### src/dmv_pkg.sv
// ----------------------------------------------------------------------------
// dmv_pkg
// Shared types, sizes and helpers of the dense matrix-vector multiplier.
// ----------------------------------------------------------------------------
package dmv_pkg;

  // Field widths
  localparam int unsigned ACT_W = 2;
  localparam int unsigned ROW_W = 6;
  localparam int unsigned COL_W = 6;
  localparam int unsigned VAL_W = 32;
  localparam int unsigned CFG_W = 7;
  localparam int unsigned FRAC_W = 16;

  // Store geometry
  localparam int unsigned MAX_ROWS = 64;
  localparam int unsigned MAX_COLS = 64;
  localparam int unsigned COL_LIMIT = (MAX_COLS < (2 ** COL_W)) ? MAX_COLS : (2 ** COL_W);
  localparam int unsigned MAT_DEPTH = MAX_ROWS * MAX_COLS;
  localparam int unsigned MAT_AW = $clog2(MAT_DEPTH);
  localparam int unsigned VEC_AW = $clog2(MAX_COLS);

  // Accumulator: exact sum of COL_LIMIT full products
  localparam int unsigned PROD_W = 2 * VAL_W;
  localparam int unsigned ACC_W = PROD_W + $clog2(COL_LIMIT) + 1;
  localparam int unsigned SAT_LO = FRAC_W + VAL_W - 1;

  localparam logic [VAL_W-1:0] VAL_MAX = {1'b0, {(VAL_W - 1){1'b1}}};
  localparam logic [VAL_W-1:0] VAL_MIN = {1'b1, {(VAL_W - 1){1'b0}}};

  // Queues
  localparam int unsigned CMDQ_DEPTH = 4;
  localparam int unsigned CMDQ_AW = $clog2(CMDQ_DEPTH);
  localparam int unsigned RESQ_DEPTH = 8;
  localparam int unsigned RESQ_AW = $clog2(RESQ_DEPTH);

  // Configuration port
  localparam int unsigned APB_AW = 3;
  localparam int unsigned APB_DW = 32;

  typedef enum logic [ACT_W-1:0] {
    ACT_WR_MAT  = 2'd0,
    ACT_WR_VEC  = 2'd1,
    ACT_COMPUTE = 2'd2
  } action_e;

  typedef enum logic [1:0] {
    OP_WR_MAT,
    OP_WR_VEC,
    OP_COMPUTE
  } op_e;

  typedef enum logic {
    REG_ROWS = 1'b0,
    REG_COLS = 1'b1
  } reg_e;

  typedef struct packed {
    logic [ACT_W-1:0]        action;
    logic [ROW_W-1:0]        row;
    logic [COL_W-1:0]        col;
    logic signed [VAL_W-1:0] value;
  } in_item_t;

  typedef struct packed {
    logic [ROW_W-1:0]        row_index;
    logic signed [VAL_W-1:0] result_value;
    logic                    last;
  } out_item_t;

  typedef struct packed {
    op_e              op;
    logic [ROW_W-1:0] row;
    logic [COL_W-1:0] col;
    logic [VAL_W-1:0] value;
  } cmd_t;

  // Command queue handshake toward the back end
  typedef struct packed {
    logic valid;
    cmd_t cmd;
  } cmd_chan_t;

  // Result queue handshake from the back end
  typedef struct packed {
    logic      push;
    out_item_t item;
  } res_chan_t;

  // Clamp a count register to 1..limit and return count - 1
  function automatic logic [CFG_W-1:0] last_index(input logic [CFG_W-1:0] n,
                                                  input logic [CFG_W-1:0] limit);
    logic [CFG_W-1:0] r;
    if (n == '0) begin
      r = '0;
    end else if (n > limit) begin
      r = limit - CFG_W'(1);
    end else begin
      r = n - CFG_W'(1);
    end
    return r;
  endfunction

endpackage

### src/dmv_resq.sv
// ----------------------------------------------------------------------------
// dmv_resq
// Result queue; the head entry drives the result port.
// ----------------------------------------------------------------------------
module dmv_resq
  import dmv_pkg::*;
(
  input  logic             clk_i,
  input  logic             rst_ni,
  input  res_chan_t        res_i,
  output logic [RESQ_AW:0] count_o,
  input  logic             pop_i,
  output logic             empty_o,
  output out_item_t        item_o
);

  out_item_t          mem_q [RESQ_DEPTH];
  logic [RESQ_AW-1:0] wr_ptr_q, rd_ptr_q;
  logic [RESQ_AW:0]   count_q;
  logic               deq;

  assign empty_o = (count_q == '0);
  assign deq     = pop_i && !empty_o;
  assign item_o  = mem_q[rd_ptr_q];
  assign count_o = count_q;

  // The back end only pushes when it holds a free slot
  always_ff @(posedge clk_i or negedge rst_ni) begin
    if (!rst_ni) begin
      wr_ptr_q <= '0;
      rd_ptr_q <= '0;
      count_q  <= '0;
    end else begin
      if (res_i.push) begin
        wr_ptr_q <= wr_ptr_q + RESQ_AW'(1);
      end
      if (deq) begin
        rd_ptr_q <= rd_ptr_q + RESQ_AW'(1);
      end
      if (res_i.push && !deq) begin
        count_q <= count_q + (RESQ_AW + 1)'(1);
      end else if (deq && !res_i.push) begin
        count_q <= count_q - (RESQ_AW + 1)'(1);
      end
    end
  end

  always_ff @(posedge clk_i) begin
    if (res_i.push) begin
      mem_q[wr_ptr_q] <= res_i.item;
    end
  end

endmodule

### config.mk
export PLATFORM = sky130hd
export DESIGN_NAME = dmv_resq
export DESIGN_NICKNAME = d
export VERILOG_FILES = /design/src/dmv_pkg.sv /design/src/dmv_resq.sv
export SDC_FILE = /design/constraint.sdc
export NUM_CORES = 1
export LEC_CHECK = 0
export BUFFER_PORTS_ARGS = -buffer_cell sky130_fd_sc_hd__buf_2
export CAP_MARGIN = 5
export CORE_MARGIN = 2
export CORE_UTILIZATION = 40
export DETAILED_ROUTE_END_ITERATION = 8
export PLACE_DENSITY = 0.67
export REMOVE_ABC_BUFFERS = 1
export SLEW_MARGIN = 30
export SYNTH_ARGS = -nofsm -noshare
export SYNTH_HDL_FRONTEND = slang
export SYNTH_SLANG_ARGS = --single-unit
### constraint.sdc
create_clock -name clk_i -period 4.2 [get_ports clk_i]
set_clock_uncertainty 0.2 [all_clocks]
set_input_delay 0.84 -clock clk_i [delete_from_list [all_inputs] [get_ports clk_i]]
set_output_delay 0.84 -clock clk_i [all_outputs]
set_load 0.005 [all_outputs]
# Word level (Yosys, flattened, before mapping)
# Memories as Yosys holds them, arrays and structs flattened.
# Cells that the tools add are included.
# op_classes
n_addsub	4
n_reduce_logical	8
muxes	4
# op_table
cell	n
4-bit two-way mux	2
3-bit by 1-bit adder with 3-bit output, second input constant	2
4-bit by 1-bit adder with 4-bit output, second input constant	1
4-bit logical NOT	1
4-bit by 1-bit subtractor with 4-bit output, second input constant	1
1-bit logical AND	3
1-bit logical NOT	3
1-bit two-way mux	2
2-bit nonzero test	1
# totals
mem_bits_rw	312
inputBits	43
word_cells	20
mem_count	1
reg_bits	10
# memory_table
name	depth	word_bits	rd	rd_ports_with_merged_regs	wr	line	text
mem_q	8	39	1	0	1	dmv_resq.sv:17	out_item_t mem_q [RESQ_DEPTH];

# Logic depth before layout (Yosys ltp)
# logic_depth
ltp_word	6
ltp_mapped	7
depth_no_buf	7

# Least setup slack after synthesis
# No wires, ideal clock.
# synth_timing
path_kind	input-to-reg
startpoint	input port res_i[39] in the netlist's numbering
endpoint	memory mem_q[0][0] in the netlist's numbering (enable)
n_path_buf	0
t_required_ns	3.516
arrival_ns	3.609
setup_slack_ns	-0.093
stages	2
setup_ns	0.484
path_cell_list	nand2b_1 -> nor3_1
# synth_via
elab_chain_cells	2
# synth_lines
item	line	text
start: declaration	dmv_resq.sv:10	input res_chan_t res_i,
1-bit two-way mux	dmv_resq.sv:49	if (res_i.push) begin
1-bit two-way mux (implied by the code)	dmv_resq.sv:50	mem_q[wr_ptr_q] <= res_i.item;
end: declaration	dmv_resq.sv:17	
# No other way between the ends.

==> flow_summary.ini <==
[synth]
synthesis.area_sq_mm = 0.01234
ys_ff_latch = 322
synthXorXnorAreaFrac_pct = 0.4259
synth-compound-area-share_pct = 0.4665
postSynthCellCount = 511
synth-seq-area-share_pct = 77.96
synth_adder_area_share_pct = 0.6693
syn_avg_cell_area_sq_um = 24.14
yosys.area_share.simple_pct = 0.9431
yosys_warnings = 0
synth_top_family_by_area = multiplexers
muxShareOfSynthArea_pct = 18.37
synth.distinct_cells = 29

[sta]
fin_crit_sh_pct = 86.90
final-hold-violation-count = 0
finalCriticalPeriod_ns = 3.650
clock.fmax_mhz = 274.0
hold_ws_ns = 0.3140
rsz0062_at_grt = no
fin_ws_ns = 0.5502
relSlewSlack_pct = 46.95
setup_viol = 0
drv_slew = 0
tightest_slew_ns = 0.7938

[job]
cap_violations = 0

[placement]
hpwl_um = 13630
pre_cts_ws_ns = 1.003
buffer_ports.inserted = 86
place_inst = 984
gp_congestion = 0.6633

[finish]
layout_common_cells = 312 x edfxtp_1, 86 x buf_2, 78 x mux4_2
fin_cells = 1045
area_delta_synth_final_pct = 17.15
nets = 674
ff_latch_area_sq_mm = 0.009628
multi_input_area_sq_mm = 0.002630
fillers = 2465
final_common_cell = edfxtp_1
drive_above_1_share_pct = 43.21

[drt]
firstDrtPassIters = 4
post_drt_via_cell_ratio = 5.256
drc = 0
drt-initial-drc-count = 428
final_antenna_net_count = 0
post_drt_wl_per_cell_um = 23.00
routed_wl_um = 24030
vias = 5493

[worst_setup_path]
startpoint_type = register
r2r_setup_slack_ns = 1.04
crit_path_end_kind = output pin
worstPathRequired_ns = 3.16
critPathMaxFanout = 23
critPathArrivalTime_ns = 2.61
worstSetupPathType = register to output pin

[die]
boundaryPins = 87
die-area_sq_mm = 0.03227
die_h_um = 179.6
die_w_um = 179.6
core-area_sq_mm = 0.03051
rows = 64
start_util_pct = 40.44

[run_status]
outcome = finished, final reports clean

[global_route]
overflow = 0
grt_pass1_vias = 6019
antenna_found_initial = 3
groute.usage.overall_pct = 14.82
grt_max_degree = 42
grt_first_pass_wirelength_um = 36030

[pwr]
ir_drop_v = 0.0003433
leakagePower_nw = 4.733
p_per_area_mw_per_mm2 = 689.9

[min_path]
hold_path_class = register to register

[clock_tree]
htree_levels = 2
cts_buffers = 34
ctsLongestPathBuffers = 3
cts_root_buf = clkbuf_16
clk_pin_slew_ns = 0.06
tritoncts = built
cts.sinks = 322
clock_latency_ns = 0.51
routing by layer:
layer | up-vias | GRT usage [%] | part of all wire (%)
met2 | 135 | 24.95 | 51
met5 | - | 0 | 0.13
met1 | 2904 | 19.58 | 42
met3 | 41 | 3.647 | 5.8
met4 | 6 | 3.512 | 1.5
li1 | 2407 | - | -
cell type report:
class / count / area share [%]
Antenna cell: 1 / 0.01731
Tap cell: 396 / 3.428
Inverter: 2 / 0.05194
Sequential cell: 322 / 66.61
Clock buffer: 38 / 6.207
Clock inverter: 21 / 1.021
Timing Repair Buffer: 101 / 4.467
Multi-Input combinational cell: 164 / 18.20
cell usage after synthesis (all sizes together):
library cell,instances,area [sq um]
o21ai,1,5.000
nor4,1,6.260
a2111o,1,11.26
or3,1,6.260
buf,11,91.34
inv,2,7.510
nor2,7,26.28
nand2,5,18.77
a21oi,2,10.01
o211ai,2,15.01
or4,1,7.510
xor2,2,17.52
clkbuf,12,45.04
xnor2,4,35.03
mux4,78,1757
nand2b,3,18.77
edfxtp,312,9369
mux2,42,499.2
nand3,2,10.01
o41ai,1,16.27
dfrtp,10,250.2
nor3,3,15.01
fa,1,20.02
nand3b,1,7.510
mux2i,1,10.01
ha,5,62.56
per-stage QoR:
step           util (%)  power (mW)  instance area [sq um]  TNS, ns
6_report          47.38       9.971                  14450        0
4_1_cts           47.37       10.15                  14450        0
5_1_grt           47.37       10.46                  14450        0
3_5_place_dp      43.91       7.340                  13400        0
2_1_floorplan         -       6.298                  12200   -41.77
3_3_place_gp      43.91       7.231                  13400        0
worst max-delay path: stages, from the launching register on:
cell     delay [ns]
dfrtp_4        0.74
buf_4          0.40
mux4_2         0.54
mux2_2         0.30
buf_2          0.13
flip-flops by register name, indices dropped and copies added (netlist names):
register	cells
count_o	4
mem_q	312
rd_ptr_q	3
wr_ptr_q	3
where the power goes:
group | total, mW | internal [mW] | switching [mW] | leakage, nW
clock network | 2.79 | 1.65 | 1.14 | 0.523
logic | 2.77 | 1.52 | 1.25 | 1.26
registers | 4.41 | 4.05 | 0.361 | 2.95
final timing paths:
| check | cells past startpoint | to | from |
|---|---|---|---|
| max in group asynchronous | 2 | rd_ptr_q[0]$_DFFE_PN0P_ | rst_ni |
| hold / removal | 1 | wr_ptr_q[2]$_DFFE_PN0P_ | wr_ptr_q[2]$_DFFE_PN0P_ |
| setup reg to reg | 7 | count_o[3]$_DFFE_PN0P_ | count_o[0]$_DFFE_PN0P_ |
| setup / recovery | 4 | item_o[30] | rd_ptr_q[0]$_DFFE_PN0P_ |
| hold reg to reg | 1 | wr_ptr_q[2]$_DFFE_PN0P_ | wr_ptr_q[2]$_DFFE_PN0P_ |
| min in group asynchronous | 2 | count_o[2]$_DFFE_PN0P_ | rst_ni |
repair_timing:
item,4_1_cts,5_1_grt
resized for setup,0,0
setup endpoints to repair,0,0
endpoints found under the hold margin,10,0
hold buffers,1,0
buffers inserted,0,0
logic make-up (layout without fill, tap and decap cells):
logic type / Yosys count / in the layout
flops: 322 / 322
mux: 121 / 121
buf+inv: 25 / 162
simple gates: 24 / 24
compound gates: 7 / 7
fa+ha+maj: 6 / 6
xor+xnor: 6 / 6
other cells: 0 / 1
No activity file was read; power rests on OpenSTA's default activity.
