<file path="src/dmv_pkg.sv">
// ----------------------------------------------------------------------------
// dmv_pkg
// Shared types, sizes and helpers of the dense matrix-vector multiplier.
// ----------------------------------------------------------------------------
package dmv_pkg;

  // Field widths
  localparam int unsigned ACT_W = 2;
  localparam int unsigned ROW_W = 6;
  localparam int unsigned COL_W = 6;
  localparam int unsigned VAL_W = 32;
  localparam int unsigned CFG_W = 7;
  localparam int unsigned FRAC_W = 16;

  // Store geometry
  localparam int unsigned MAX_ROWS = 64;
  localparam int unsigned MAX_COLS = 64;
  localparam int unsigned COL_LIMIT = (MAX_COLS < (2 ** COL_W)) ? MAX_COLS : (2 ** COL_W);
  localparam int unsigned MAT_DEPTH = MAX_ROWS * MAX_COLS;
  localparam int unsigned MAT_AW = $clog2(MAT_DEPTH);
  localparam int unsigned VEC_AW = $clog2(MAX_COLS);

  // Accumulator: exact sum of COL_LIMIT full products
  localparam int unsigned PROD_W = 2 * VAL_W;
  localparam int unsigned ACC_W = PROD_W + $clog2(COL_LIMIT) + 1;
  localparam int unsigned SAT_LO = FRAC_W + VAL_W - 1;

  localparam logic [VAL_W-1:0] VAL_MAX = {1'b0, {(VAL_W - 1){1'b1}}};
  localparam logic [VAL_W-1:0] VAL_MIN = {1'b1, {(VAL_W - 1){1'b0}}};

  // Queues
  localparam int unsigned CMDQ_DEPTH = 4;
  localparam int unsigned CMDQ_AW = $clog2(CMDQ_DEPTH);
  localparam int unsigned RESQ_DEPTH = 8;
  localparam int unsigned RESQ_AW = $clog2(RESQ_DEPTH);

  // Configuration port
  localparam int unsigned APB_AW = 3;
  localparam int unsigned APB_DW = 32;

  typedef enum logic [ACT_W-1:0] {
    ACT_WR_MAT  = 2'd0,
    ACT_WR_VEC  = 2'd1,
    ACT_COMPUTE = 2'd2
  } action_e;

  typedef enum logic [1:0] {
    OP_WR_MAT,
    OP_WR_VEC,
    OP_COMPUTE
  } op_e;

  typedef enum logic {
    REG_ROWS = 1'b0,
    REG_COLS = 1'b1
  } reg_e;

  typedef struct packed {
    logic [ACT_W-1:0]        action;
    logic [ROW_W-1:0]        row;
    logic [COL_W-1:0]        col;
    logic signed [VAL_W-1:0] value;
  } in_item_t;

  typedef struct packed {
    logic [ROW_W-1:0]        row_index;
    logic signed [VAL_W-1:0] result_value;
    logic                    last;
  } out_item_t;

  typedef struct packed {
    op_e              op;
    logic [ROW_W-1:0] row;
    logic [COL_W-1:0] col;
    logic [VAL_W-1:0] value;
  } cmd_t;

  // Command queue handshake toward the back end
  typedef struct packed {
    logic valid;
    cmd_t cmd;
  } cmd_chan_t;

  // Result queue handshake from the back end
  typedef struct packed {
    logic      push;
    out_item_t item;
  } res_chan_t;

  // Clamp a count register to 1..limit and return count - 1
  function automatic logic [CFG_W-1:0] last_index(input logic [CFG_W-1:0] n,
                                                  input logic [CFG_W-1:0] limit);
    logic [CFG_W-1:0] r;
    if (n == '0) begin
      r = '0;
    end else if (n > limit) begin
      r = limit - CFG_W'(1);
    end else begin
      r = n - CFG_W'(1);
    end
    return r;
  endfunction

endpackage

</file>
<file path="src/dmv_front.sv">
// ----------------------------------------------------------------------------
// dmv_front
// Accepts input transactions, decodes the action and queues commands.
// ----------------------------------------------------------------------------
module dmv_front
  import dmv_pkg::*;
(
  input  logic      clk_i,
  input  logic      rst_ni,
  input  logic      push_i,
  output logic      full_o,
  input  in_item_t  item_i,
  output cmd_chan_t cmd_o,
  input  logic      cmd_pop_i
);

  cmd_t               mem_q [CMDQ_DEPTH];
  logic [CMDQ_AW-1:0] wr_ptr_q, rd_ptr_q;
  logic [CMDQ_AW:0]   count_q;
  logic               keep;
  op_e                op;
  logic               enq, deq;

  // Unknown action codes are consumed and dropped
  always_comb begin
    keep = 1'b1;
    op   = OP_WR_MAT;
    case (item_i.action)
      ACT_WR_MAT:  op = OP_WR_MAT;
      ACT_WR_VEC:  op = OP_WR_VEC;
      ACT_COMPUTE: op = OP_COMPUTE;
      default:     keep = 1'b0;
    endcase
  end

  assign full_o    = (count_q == (CMDQ_AW + 1)'(CMDQ_DEPTH));
  assign enq       = push_i && !full_o && keep;
  assign deq       = cmd_pop_i && cmd_o.valid;
  assign cmd_o.valid = (count_q != '0);
  assign cmd_o.cmd   = mem_q[rd_ptr_q];

  always_ff @(posedge clk_i or negedge rst_ni) begin
    if (!rst_ni) begin
      wr_ptr_q <= '0;
      rd_ptr_q <= '0;
      count_q  <= '0;
    end else begin
      if (enq) begin
        wr_ptr_q <= wr_ptr_q + CMDQ_AW'(1);
      end
      if (deq) begin
        rd_ptr_q <= rd_ptr_q + CMDQ_AW'(1);
      end
      if (enq && !deq) begin
        count_q <= count_q + (CMDQ_AW + 1)'(1);
      end else if (deq && !enq) begin
        count_q <= count_q - (CMDQ_AW + 1)'(1);
      end
    end
  end

  always_ff @(posedge clk_i) begin
    if (enq) begin
      mem_q[wr_ptr_q] <= '{op: op, row: item_i.row, col: item_i.col,
                           value: item_i.value};
    end
  end

endmodule

</file>
<file path="config.mk">
export PLATFORM = sky130hd
export DESIGN_NAME = dmv_front
export DESIGN_NICKNAME = d
export VERILOG_FILES = /design/src/dmv_pkg.sv /design/src/dmv_front.sv
export SDC_FILE = /design/constraint.sdc
export NUM_CORES = 1
export LEC_CHECK = 0
export BUFFER_PORTS_ARGS = -buffer_cell sky130_fd_sc_hd__buf_4
export CAP_MARGIN = 20
export CORE_MARGIN = 1.5
export CORE_UTILIZATION = 35
export CTS_BUF_LIST = sky130_fd_sc_hd__clkbuf_8
export CTS_CLUSTER_DIAMETER = 200
export DETAILED_ROUTE_END_ITERATION = 6
export SLEW_MARGIN = 20
export SYNTH_ARGS = -nofsm -noshare
export SYNTH_HDL_FRONTEND = slang
export SYNTH_SLANG_ARGS = --single-unit
</file>
<file path="constraint.sdc">
create_clock -name clk_i -period 3.2 [get_ports clk_i]
set_clock_uncertainty 0.05 [all_clocks]
set_input_delay 0.16 -clock clk_i [delete_from_list [all_inputs] [get_ports clk_i]]
set_output_delay 0.16 -clock clk_i [all_outputs]
set_load 0.1 [all_outputs]
</file>
# == Yosys cells after proc, flatten, opt, wreduce, memory -nomap -nowiden ==
# Memories as Yosys holds them, arrays and structs flattened.
# Cells that the tools add are included.
# op_classes
add_sub_neg,4
eq_ne,3
n_mux,6
n_reduce_logical,12
# ops
op,count
$mux 3,2
$logic_and 1x1->1,5
$add 2x1->2 const B,2
$pmux 2 s2,1
$add 3x1->3 const B,1
$eq 3x3->1 const B,1
$logic_not 1->1,3
$mux 1,3
$reduce_bool 3->1,1
$reduce_or 3->1,1
$sub 3x1->3 const B,1
$eq 2x1->1 const B,1
$eq 2x2->1 const B,1
$logic_not 2->1,1
$reduce_bool 2->1,1
# totals
reg_bits,7
ramBits,184
input_bits,50
output_inout_bits,48
wordCells,29
mem_count,1
# memory_table
memory,depth,width,read_ports,rd_clocked_by_memory_dff,wr,line_no,text
mem_q,4,46,1,0,1,dmv_front.sv:17,cmd_t mem_q [CMDQ_DEPTH];

# == Longest topological paths before layout ==
# logic_depth
depth_word,8
ltp_mapped,8
ltp_nobuf,8

# == Worst setup path after synthesis ==
# No wires, ideal clock.
# synth_path
kind,register -> register
from,register count_q[1]
to,"memory mem_q[0][0] (netlist bit), enable pin"
setup_time_ns,0.468
arrival_ns,2.604
required_time_ns,2.682
path_slack_ns,0.077
stages_incl_launch_ff,4
path_buffers,0
synth_period_minus_slack_ns,3.123
cell_sequence,dfrtp_1 -> nor3b_2 -> a211oi_4 -> and2_1
# synth_via
elab_chain_len,6
# synth_rtl
element,line_no,text
"start, declared",dmv_front.sv:19,logic [CMDQ_AW:0] count_q;
"start signal, assigned",dmv_front.sv:55,count_q <= count_q + (CMDQ_AW + 1)'(1);
"start signal, assigned",dmv_front.sv:57,count_q <= count_q - (CMDQ_AW + 1)'(1);
$eq 3x3->1,dmv_front.sv:36,assign full_o = (count_q == (CMDQ_AW + 1)'(CMDQ_DEPTH));
net full_o,dmv_front.sv:11,"output logic full_o,"
$logic_not 1->1,dmv_front.sv:37,assign enq = push_i && !full_o && keep;
$logic_and 1x1->1 (2 in a row),dmv_front.sv:37,
net enq,dmv_front.sv:22,"logic enq, deq;"
$mux 1,dmv_front.sv:63,if (enq) begin
$mux 1 (not written as such),dmv_front.sv:64,"mem_q[wr_ptr_q] <= '{op: op, row: item_i.row, col: item_i.col,"
"end, declared",dmv_front.sv:17,
# The timed path passes the listed nets, and every way through them passes these cells.

==> report_table.html <==
<table>
<tr><th>Metric</th><th>Value</th></tr>
<tr><th colspan="2">Status</th></tr>
<tr><td>Status</td><td>completed</td></tr>
<tr><th colspan="2">Floorplan</th></tr>
<tr><td>Floorplan die width</td><td>145.1 um</td></tr>
<tr><td>Full die area</td><td>approximately 21000 sq um</td></tr>
<tr><td>Row count</td><td>51</td></tr>
<tr><td>Count of boundary I/O pins</td><td>around 100</td></tr>
<tr><td>Initial core utilization</td><td>0.3598</td></tr>
<tr><td>Die Height</td><td>145.1 um</td></tr>
<tr><td>Std-Cell Core Area</td><td>approximately 20000 sq um</td></tr>
<tr><th colspan="2">Global routing</th></tr>
<tr><td>Maximum number of pins on one net before global-route repair</td><td>33</td></tr>
<tr><td>Overflow after GRT</td><td>0</td></tr>
<tr><td>M1 GR Usage</td><td>0.1609</td></tr>
<tr><td>Global routing usage summed across all routing layers</td><td>0.1288</td></tr>
<tr><td>Met3 usage in global routing</td><td>0.04119</td></tr>
<tr><td>Number of antenna violations at the first check in global routing</td><td>0</td></tr>
<tr><td>Grt met2 use</td><td>0.2122</td></tr>
<tr><td>Via count of the first global-routing pass</td><td>3660</td></tr>
<tr><td>Routing layer with the top usage in global route</td><td>met2</td></tr>
<tr><td>Wire length of the first global-routing pass</td><td>20.33 mm</td></tr>
<tr><th colspan="2">Critical path</th></tr>
<tr><td>Worst reg-to-reg path cell count</td><td>8</td></tr>
<tr><td>Required time of the critical path</td><td>2.99 ns</td></tr>
<tr><td>Category of the critical setup timing path</td><td>flip-flop to output pin</td></tr>
<tr><td>Setup slack, reg-to-reg</td><td>~0.97 ns</td></tr>
<tr><td>Signal arrival time at the worst endpoint</td><td>2.29 ns</td></tr>
<tr><td>Startpoint of the lowest-slack register-to-register path</td><td>count_q[2]</td></tr>
<tr><td>Capturing point of the worst reg2reg path</td><td>count_q[2]</td></tr>
<tr><td>Critical path fanouts, max</td><td>32</td></tr>
<tr><td>Setup crit end kind</td><td>output pin</td></tr>
<tr><td>Kind of start point of the critical path</td><td>flip-flop</td></tr>
<tr><td>Crit. Startpoint</td><td>rd_ptr_q[0]</td></tr>
<tr><th colspan="2">Synth</th></tr>
<tr><td>Post-synthesis cell area</td><td>7071 sq um</td></tr>
<tr><td>Share of Yosys cell area claimed by the top area cell type</td><td>0.7815</td></tr>
<tr><td>Net count of the mapped netlist</td><td>333</td></tr>
<tr><td>Number of synthesized flops with an enable pin</td><td>between 150 and 200</td></tr>
<tr><td>Largest cells by area after synthesis</td><td>edfxtp_1 78%, mux4_2 15%, dfrtp_1 2.5%</td></tr>
<tr><td>Warning count from the yosys run</td><td>0</td></tr>
<tr><td>Most area-hungry cell type in the Yosys netlist</td><td>edfxtp_1</td></tr>
<tr><td>Fraction of the yosys area taken by sequential cells</td><td>0.8062</td></tr>
<tr><td>Most frequently used flop master after synthesis</td><td>edfxtp_1</td></tr>
<tr><td>Number of storage elements in the synthesis netlist</td><td>about 190</td></tr>
<tr><td>Syn Area/Cell</td><td>around 26 sq um</td></tr>
<tr><td>Synthesized instance count</td><td>277</td></tr>
<tr><td>Proportion of register bits with asynchronous set or reset after synthesis</td><td>0.03665</td></tr>
<tr><td>Yosys cell types</td><td>22</td></tr>
<tr><th colspan="2">Cells and area</th></tr>
<tr><td>Final design area excluding fillers</td><td>9041 sq um</td></tr>
<tr><td>Proportion of layout cells with a drive suffix above 1</td><td>0.4229</td></tr>
<tr><td>Most frequent standard cell in the layout excluding fill and tap cells</td><td>edfxtp_1</td></tr>
<tr><td>Final-stage net count</td><td>499</td></tr>
<tr><td>Area growth syn-to-layout</td><td>27.87%</td></tr>
<tr><td>Count of antenna diodes in the layout</td><td>0</td></tr>
<tr><td>Commonest cells after routing, fill and taps aside</td><td>184 x edfxtp_1, 106 x buf_4, 49 x dlygate4sd3_1, 46 x mux4_2, 17 x clkbuf_8</td></tr>
<tr><td>Number of standard cells in the layout, taps in and fillers out</td><td>719</td></tr>
<tr><th colspan="2">CTS</th></tr>
<tr><td>Maximum clock path buffer count</td><td>2</td></tr>
<tr><td>Root cell of the clock tree</td><td>clkbuf_8</td></tr>
<tr><td>Clk sinks</td><td>191</td></tr>
<tr><td>Post-CTS resize count</td><td>0</td></tr>
<tr><td>Clk_lat worst skew</td><td>approximately 0.45 ns</td></tr>
<tr><td>Number of CTS-inserted buffers</td><td>17</td></tr>
<tr><td>TritonCTS clock tree</td><td>built</td></tr>
<tr><td>Clock slew at reported path FFs</td><td>0.09 ns</td></tr>
<tr><td>CTS HTree Levels</td><td>4</td></tr>
<tr><th colspan="2">Timing</th></tr>
<tr><td>Post-route worst hold slack</td><td>0.05254 ns</td></tr>
<tr><td>Time the final worst path needs with I/O delays and setup</td><td>2.499 ns</td></tr>
<tr><td>Worst slew slack as a fraction of its limit</td><td>0.5087</td></tr>
<tr><td>Setup TNS Final</td><td>0 ns</td></tr>
<tr><td>Share of the clock period used by the worst path after layout</td><td>0.7809</td></tr>
<tr><td>Worst Max-Slew Pin Slew</td><td>0.7370 ns</td></tr>
<tr><td>RSZ-0062 raised after global routing</td><td>false</td></tr>
<tr><td>Max Slew Vio Count</td><td>0</td></tr>
<tr><td>Final setup violation count</td><td>0</td></tr>
<tr><td>Number of failing hold endpoints at the final stage</td><td>0</td></tr>
<tr><td>Max Fclk</td><td>around 400 MHz</td></tr>
<tr><th colspan="2">Job</th></tr>
<tr><td>Max cap viols</td><td>0</td></tr>
<tr><th colspan="2">Min path</th></tr>
<tr><td>Endpoint, Worst Hold</td><td>mem_q[2][45]</td></tr>
<tr><td>Tightest Hold Check Type</td><td>input pin to flip-flop</td></tr>
<tr><td>Worst hold path stage count</td><td>2</td></tr>
<tr><td>Hold path start</td><td>item_i[44]</td></tr>
<tr><th colspan="2">Route</th></tr>
<tr><td>Number of vias per cell</td><td>4.668</td></tr>
<tr><td>Antenna Nets Post-Route</td><td>0</td></tr>
<tr><td>Remaining DRCs</td><td>0</td></tr>
<tr><td>Wire length after detailed routing</td><td>~13 mm</td></tr>
<tr><td>Mean routed wirelength per cell</td><td>about 18 um</td></tr>
<tr><td>Iteration-0 DRC Markers</td><td>143</td></tr>
<tr><td>Iteration count of the initial detailed-routing pass</td><td>4</td></tr>
<tr><td>Vias after detailed routing</td><td>3356</td></tr>
<tr><th colspan="2">Placement</th></tr>
<tr><td>Final estimated routing congestion in global placement</td><td>0.6905</td></tr>
<tr><td>Placed inst area</td><td>a little over 8000 sq um</td></tr>
<tr><td>Detailed-placement wirelength estimate</td><td>7.850 mm</td></tr>
<tr><td>Number of port buffers</td><td>97</td></tr>
<tr><td>DP Cell Count</td><td>640</td></tr>
</table>
## logic make-up (layout without fill, tap and decap cells)
| family | count (synthesis) | after routing | synth area share |
|---|---|---|---|
| AOI/OAI and AO/OA | 1 | 1 | 0.002831 |
| DFF | 191 | 191 | 0.8062 |
| xor gates and xnor gates | 6 | 6 | 0.007432 |
| muxes | 48 | 48 | 0.1497 |
| buffers and inverters | 14 | 191 | 0.01239 |
| and+or+nand+nor | 11 | 11 | 0.009731 |
| adders and majority gates | 6 | 6 | 0.01168 |
## worst max-delay path: stages (launching register included)
cell	delay, ns
dfrtp_4	0.66
buf_12	0.32
mux4_2	0.57
buf_4	0.25
## flip-flops by register name, summed over array words and instances, names as in the netlist
register / count
rd_ptr_q: 2
mem_q: 184
count_q: 3
wr_ptr_q: 2
## cell usage after synthesis, types with 2 or more instances
| library cell | number |
|---|---|
| buf_4 | 2 |
| nor2b_1 | 2 |
| edfxtp_1 | 184 |
| xnor2_1 | 4 |
| xor2_1 | 2 |
| buf_6 | 3 |
| mux4_2 | 46 |
| and2_1 | 4 |
| dfrtp_1 | 7 |
| inv_1 | 4 |
| ha_1 | 5 |
| buf_2 | 4 |
## per-layer routing
metal  up-vias  share of wire
met2        92           0.50
met4         0          0.014
met3        15          0.044
met1      1757           0.44
li1       1492              -
met5         -              0
## stage by stage
| stage | worst slack (ns) | util |
|---|---|---|
| after floorplan | 0.07742 | - |
| after global placement | 1.059 | 0.4160 |
| after detailed placement | 0.9830 | 0.4160 |
| after CTS | 0.5979 | 0.4600 |
| after global routing | 0.5260 | 0.4600 |
| final | 0.7011 | 0.4600 |
## timing repair
item                      4_1_cts  5_1_grt
buffers inserted                0        0
hold endpoints to repair      190        0
hold buffers                   49        0
## how the worst max path moves through the flow
stage                               to  slack [ns]  cells after the start
final                        cmd_o[42]        0.70                      3
after global routing         cmd_o[29]        0.53                      3
after CTS                    cmd_o[22]        0.60                      3
after detailed placement    count_q[2]        0.98                      8
after global placement    mem_q[1][20]        1.06                      4
after floorplan            mem_q[0][0]        0.08                      3
## layout make-up
type / count / area, sq um
inverter: 4 / 15.01
multi-input combinational: 72 / 1287
timing repair buffer: 157 / 1326
tap: 265 / 331.6
sequential: 191 / 5705
clock buffer: 17 / 234.0
clock inverter: 13 / 141.4
fill: 1700 / 10610
Power is left out: the tool's default activity adds up to more than one toggle a clock period on the data nets, which glitch-free logic cannot reach.
